**src/rtl/core/icdf_pkg.sv**
```systemverilog
package icdf_pkg;

   localparam int POS_W      = 32;
   localparam int SCALE_W    = 24;
   localparam int SCALE_FRAC = 16;
   localparam int SPROD_W    = POS_W + SCALE_W;
   localparam int MAG_W      = SPROD_W - SCALE_FRAC;
   localparam int SUM_W      = MAG_W + 2;
   localparam int CNT_W      = 6;
   localparam int CSR_DATA_W = 32;
   localparam int CSR_IDX_W  = 3;

   localparam logic [CSR_IDX_W-1:0] CSR_TABLE_VALID    = 3'd0;
   localparam logic [CSR_IDX_W-1:0] CSR_SYMMETRIC_MODE = 3'd1;
   localparam logic [CSR_IDX_W-1:0] CSR_INTERVAL_COUNT = 3'd2;
   localparam logic [CSR_IDX_W-1:0] CSR_MEAN_OFFSET    = 3'd3;
   localparam logic [CSR_IDX_W-1:0] CSR_STD_SCALE      = 3'd4;

   localparam logic REQ_LOAD   = 1'b0;
   localparam logic REQ_SAMPLE = 1'b1;

   localparam logic [1:0] STATUS_OK        = 2'd0;
   localparam logic [1:0] STATUS_NOT_READY = 2'd1;
   localparam logic [1:0] STATUS_BEYOND    = 2'd2;
   localparam logic [1:0] STATUS_SATURATED = 2'd3;

   localparam logic [POS_W-1:0] NEG_ONE_Q16 = 32'hFFFF_0000;
   localparam logic [POS_W-1:0] SAT_MAX     = 32'h7FFF_FFFF;
   localparam logic [POS_W-1:0] SAT_MIN     = 32'h8000_0000;

   localparam logic [CNT_W-1:0]   COUNT_RESET = 6'd1;
   localparam logic [SCALE_W-1:0] STD_RESET   = 24'd65536;

   typedef enum logic [3:0] {
      S_IDLE,
      S_CUM_RD,
      S_CUM_CHK,
      S_POS_LO,
      S_POS_HI,
      S_DIFF,
      S_MUL,
      S_DIV,
      S_INTERP,
      S_SCALE,
      S_FIN
   } state_type;

   typedef enum logic [1:0] {
      FIN_NOT_READY,
      FIN_MISS,
      FIN_GAMMA,
      FIN_SYM
   } fin_sel_type;

   typedef struct packed {
      logic        start;
      logic        cum_step;
      logic        pos_hi;
      logic        x0_load;
      logic        dx_load;
      logic        pos_direct;
      logic        mul;
      logic        div_step;
      logic        pos_interp;
      logic        scale;
      logic        fin_load;
      fin_sel_type fin_sel;
   } icdf_cmd_type;

   typedef struct packed {
      logic hit;
      logic k_zero;
      logic k_last;
      logic direct;
      logic div_done;
   } icdf_status_type;

endpackage

```
**src/rtl/core/icdf_ctrl.sv**
```systemverilog
module icdf_ctrl import icdf_pkg::*; (
   input  logic            clock,
   input  logic            reset,
   input  logic            req_valid,
   input  logic            req_type,
   input  logic            table_valid,
   input  logic            symmetric_mode,
   input  logic            rsp_stall,
   input  icdf_status_type status,
   output logic            req_stall,
   output logic            rsp_valid,
   output icdf_cmd_type    cmd
);

   state_type   state_ff, state_in;
   fin_sel_type fin_sel_ff, fin_sel_in;
   logic        rsp_valid_ff, rsp_valid_in;

   always_ff @(posedge clock) begin
      if (reset) begin
         state_ff     <= S_IDLE;
         fin_sel_ff   <= FIN_NOT_READY;
         rsp_valid_ff <= 1'b0;
      end else begin
         state_ff     <= state_in;
         fin_sel_ff   <= fin_sel_in;
         rsp_valid_ff <= rsp_valid_in;
      end
   end

   always_comb begin
      state_in     = state_ff;
      fin_sel_in   = fin_sel_ff;
      rsp_valid_in = rsp_valid_ff && rsp_stall;
      req_stall    = 1'b1;
      cmd          = '0;
      cmd.fin_sel  = fin_sel_ff;

      unique case (state_ff)
         S_IDLE: begin
            req_stall = 1'b0;
            if (req_valid && (req_type == REQ_SAMPLE)) begin
               if (!table_valid) begin
                  fin_sel_in = FIN_NOT_READY;
                  state_in   = S_FIN;
               end else begin
                  cmd.start = 1'b1;
                  state_in  = S_CUM_RD;
               end
            end
         end
         S_CUM_RD: begin
            state_in = S_CUM_CHK;
         end
         S_CUM_CHK: begin
            if (!status.k_zero && status.hit) begin
               state_in = S_POS_LO;
            end else if (status.k_last) begin
               fin_sel_in = FIN_MISS;
               state_in   = S_FIN;
            end else begin
               cmd.cum_step = 1'b1;
               state_in     = S_CUM_RD;
            end
         end
         S_POS_LO: begin
            state_in = S_POS_HI;
         end
         S_POS_HI: begin
            cmd.pos_hi  = 1'b1;
            cmd.x0_load = 1'b1;
            state_in    = S_DIFF;
         end
         S_DIFF: begin
            cmd.dx_load = 1'b1;
            if (status.direct) begin
               cmd.pos_direct = 1'b1;
               if (symmetric_mode) begin
                  state_in = S_SCALE;
               end else begin
                  fin_sel_in = FIN_GAMMA;
                  state_in   = S_FIN;
               end
            end else begin
               state_in = S_MUL;
            end
         end
         S_MUL: begin
            cmd.mul  = 1'b1;
            state_in = S_DIV;
         end
         S_DIV: begin
            cmd.div_step = 1'b1;
            if (status.div_done) begin
               state_in = S_INTERP;
            end
         end
         S_INTERP: begin
            cmd.pos_interp = 1'b1;
            if (symmetric_mode) begin
               state_in = S_SCALE;
            end else begin
               fin_sel_in = FIN_GAMMA;
               state_in   = S_FIN;
            end
         end
         S_SCALE: begin
            cmd.scale  = 1'b1;
            fin_sel_in = FIN_SYM;
            state_in   = S_FIN;
         end
         S_FIN: begin
            // hold until the output register is free or being drained
            if (!rsp_valid_ff || !rsp_stall) begin
               cmd.fin_load = 1'b1;
               rsp_valid_in = 1'b1;
               state_in     = S_IDLE;
            end
         end
         default: begin
            state_in = S_IDLE;
         end
      endcase
   end

   assign rsp_valid = rsp_valid_ff;

endmodule

```
**config.mk**
```make
export PLATFORM = sky130hd
export DESIGN_NAME = icdf_ctrl
export DESIGN_NICKNAME = d
export VERILOG_FILES = /design/src/rtl/core/icdf_pkg.sv /design/src/rtl/core/icdf_ctrl.sv
export SDC_FILE = /design/constraint.sdc
export NUM_CORES = 1
export LEC_CHECK = 0
export BUFFER_PORTS_ARGS = -buffer_cell sky130_fd_sc_hd__buf_4
export CORE_AREA = 2 2 39 41
export DETAILED_ROUTE_END_ITERATION = 12
export DIE_AREA = 0 0 41 43
export HOLD_SLACK_MARGIN = 0.15
export PLACE_DENSITY = 0.88
export SYNTH_ARGS = -nofsm -noshare
export SYNTH_HDL_FRONTEND = slang
export SYNTH_SLANG_ARGS = --single-unit
```
**constraint.sdc**
```tcl
create_clock -name clock -period 5.3 [get_ports clock]
set_clock_uncertainty 0.2 [all_clocks]
set_input_delay 0.795 -clock clock [delete_from_list [all_inputs] [get_ports clock]]
set_output_delay 0.795 -clock clock [all_outputs]
set_load 0.01 [all_outputs]
```
==> reports/metrics.yaml <==
run_status:
  status: "finished clean"
pwr:
  power.leakage_nw: 0.3678
  vdd_drop_max_mv: 0.1171
  p_total_mw: 0.2299
  cell_internal_pwr_mw: 0.1379
  power_frac_clock_pct: 20.2
  p_sw_share_pct: 40.00
  powerDensity_mw_per_mm2: 281.4
  seqPwrFrac_pct: 35.5
  p_sw_mw: 0.09197
  pwr-share-comb_pct: 44.2
sta:
  post-route-period-util_pct: 49.42
  fmax_ghz: 0.3818
  hold_violations: 0
  tightest_slew_ns: 0.5261
  setup_viol: 0
  slew_viol_final: 0
  setup_tns_ns: 0
  max-slew-margin-rel_pct: 64.88
  final.setup.worst_slack_ns: 2.681
  rsz0062_at_grt: "no"
  min_period_ns: 2.619
cts:
  h-tree-depth: 1
  cts_tree: "done"
  cts_setup_buffers: 0
  hold_buffers: 0
  numCtsBuffers: 3
  root_buffer: "clkbuf_4"
  clk_pin_slew_ns: 0.05
  post_cts_resize_count: 0
  insertion_delay_ns: 0.24
  cts.path.max_buffers: 2
  cts.sinks: 7
worst_setup_path:
  cp_data_required_time_ns: 4.30
  worstPathCellList: "nor2b_1 > nand2_1 > nor4_1 > buf_4"
  crit_path_start_kind: "flop"
  cp_slowest_cell: "dfxtp_1"
  worst-setup-path-type: "flop to output port"
  cp_top_family: "flip-flops"
  cp-end-kind: "output port"
  crit_arrival_ns: 1.62
  path_max_fanout: 18
  reg2regPathDepth: 5
  path_depth: 4
  critPathMaxStageDelay_ns: 0.65
  critPathBufInv: 1
route:
  drtIter0Drc: 19
  vias_per_cell: 5.797
  vias: 742
  routed_wl_mm: 1.640
  routedWlPerCell_um: 12.81
  drtAntennaViolNets: 0
  drcViolationCount: 0
  dr.pass1.iters: 4
place:
  dpl.hpwl_mm: 1.265
  place_ws_ns: 2.854
  io_buffers: 26
  placed_cell_area_um2: 790.8
  gp_congestion: 0.7632
  dp_cells: 124
grt:
  antenna_found_initial: 0
  grt_pass1_vias: 631
  grtUsageTotal_pct: 22.08
  grt_max_degree: 19
  gr-total-overflow: 0
  grt_pass1_wl_mm: 2.746
cells_and_area:
  area_delta_synth_final_pct: 33.81
  finalNetCount: 125
  final_common_cell: "buf_4"
  insertedDiodeCount: 0
  drive_gt1_share_pct: 28.57
  final_cells: 128
  postLayoutCellArea_um2: 817.0
  layout_common_cells: "26 x buf_4, 10 x nand2_1, 9 x nor2_1, 9 x a21oi_1, 7 x dfxtp_1"
logic_synthesis:
  avgSynthCellArea_um2: 6.861
  synth_top_area_share_pct: 22.95
  synth_enable_flop_cells: 0
  ys.flop_type: "dfxtp_1"
  ys_seq_elements: 7
  async_flop_share_pct: 0
  ys_warn_count: 0
  synthesis.nets: 101
  seq_area_frac_synth_pct: 22.95
  syn_area_um2: 610.6
  synth_area_leaders: "dfxtp_1 23%, a21oi_1 7.4%, nand2_1 6.1%, nor2_1 5.5%, nand2b_1 5.1%"
  yosysTopAreaCell: "dfxtp_1"
  ys_types: 34
  netlist_instances: 89
floorplanning:
  die-area_mm2: 0.001763
  ioPinCount: 27
  initial_core_util_pct: 44.12
  die_y_um: 43
  core_area_mm2: 0.001384
  rows: 14
  die_x_um: 41
worst_hold_path:
  hold_depth: 2
  hp-class: "flop to flop"
job:
  max_cap_violations: 0
## cell usage after synthesis, drive strengths merged, types with 2 or more instances
cell    number
nor2         9
buf          3
inv          2
nor2b        3
a2111o       2
nand2b       6
dfxtp        7
nor3         5
nor4         3
o21ai        7
nand2       11
a21oi        9
clkbuf       4
and3         2
## layer usage
layer	GRT usage, %	up-vias	part of all wire [%]
met5	0	-	0
met1	29.97	344	43
li1	-	371	-
met4	8.000	0	1.0
met2	34.69	25	51
met3	2.094	2	5.7
## per-stage QoR
| step | utilization (%) | hold WS (ns) |
|---|---|---|
| 2_1_floorplan | - | 0.2881 |
| 3_3_place_gp | 57.14 | 0.2592 |
| 3_5_place_dp | 57.14 | 0.2764 |
| 4_1_cts | 59.04 | 0.2905 |
| 5_1_grt | 59.04 | 0.3239 |
| 6_report | 59.04 | 0.2864 |
## state kept, by name, indices dropped and copies added (netlist names)
| name | flops |
|---|---|
| fin_sel_ff | 2 |
| state_ff | 4 |
| rsp_valid | 1 |
## path summary, 6_finish.rpt
kind                                     from       endpoint  slack, ns
worst max-delay path              state_ff[1]        cmd[11]       2.68
worst min-delay path            fin_sel_ff[0]  fin_sel_ff[0]       0.29
worst max register to register    state_ff[2]  fin_sel_ff[0]       3.12
worst min register to register  fin_sel_ff[0]  fin_sel_ff[0]       0.29
## tightest hold or removal path, stage by stage (launching register included)
cell     delay (ns)
dfxtp_1        0.30
o21ai_0        0.07
a21oi_1        0.07
## logic make-up (layout without fill, tap and decap cells)
kind of cell	count (synthesis)	count (layout)	synth area share (%)
DFF	7	7	22.95
muxes	1	1	1.639
buffers and inverters	9	32	6.965
AOI/OAI and AO/OA	27	27	29.30
and+or+nand+nor	45	45	39.14
## power groups by stage
| stage | clock (mW) | combinational (mW) | sequential (mW) |
|---|---|---|---|
| detailed placement | 0 | 0.101 | 0.0825 |
| global route | 0.0525 | 0.113 | 0.0849 |
| floorplan | 0 | 0.0826 | 0.0664 |
| CTS | 0.0483 | 0.101 | 0.0813 |
| finish | 0.0465 | 0.102 | 0.0817 |
| global placement | 0 | 0.0985 | 0.0819 |
## layout make-up
cell class	count	area, um^2
Timing Repair Buffer	26	195.2
Sequential cell	7	140.1
Multi-Input combinational cell	73	427.9
Clock buffer	4	26.28
Fill cell	142	566.8
Inverter	2	7.507
Tap cell	16	20.02
No activity file was read; power rests on OpenSTA's default activity.
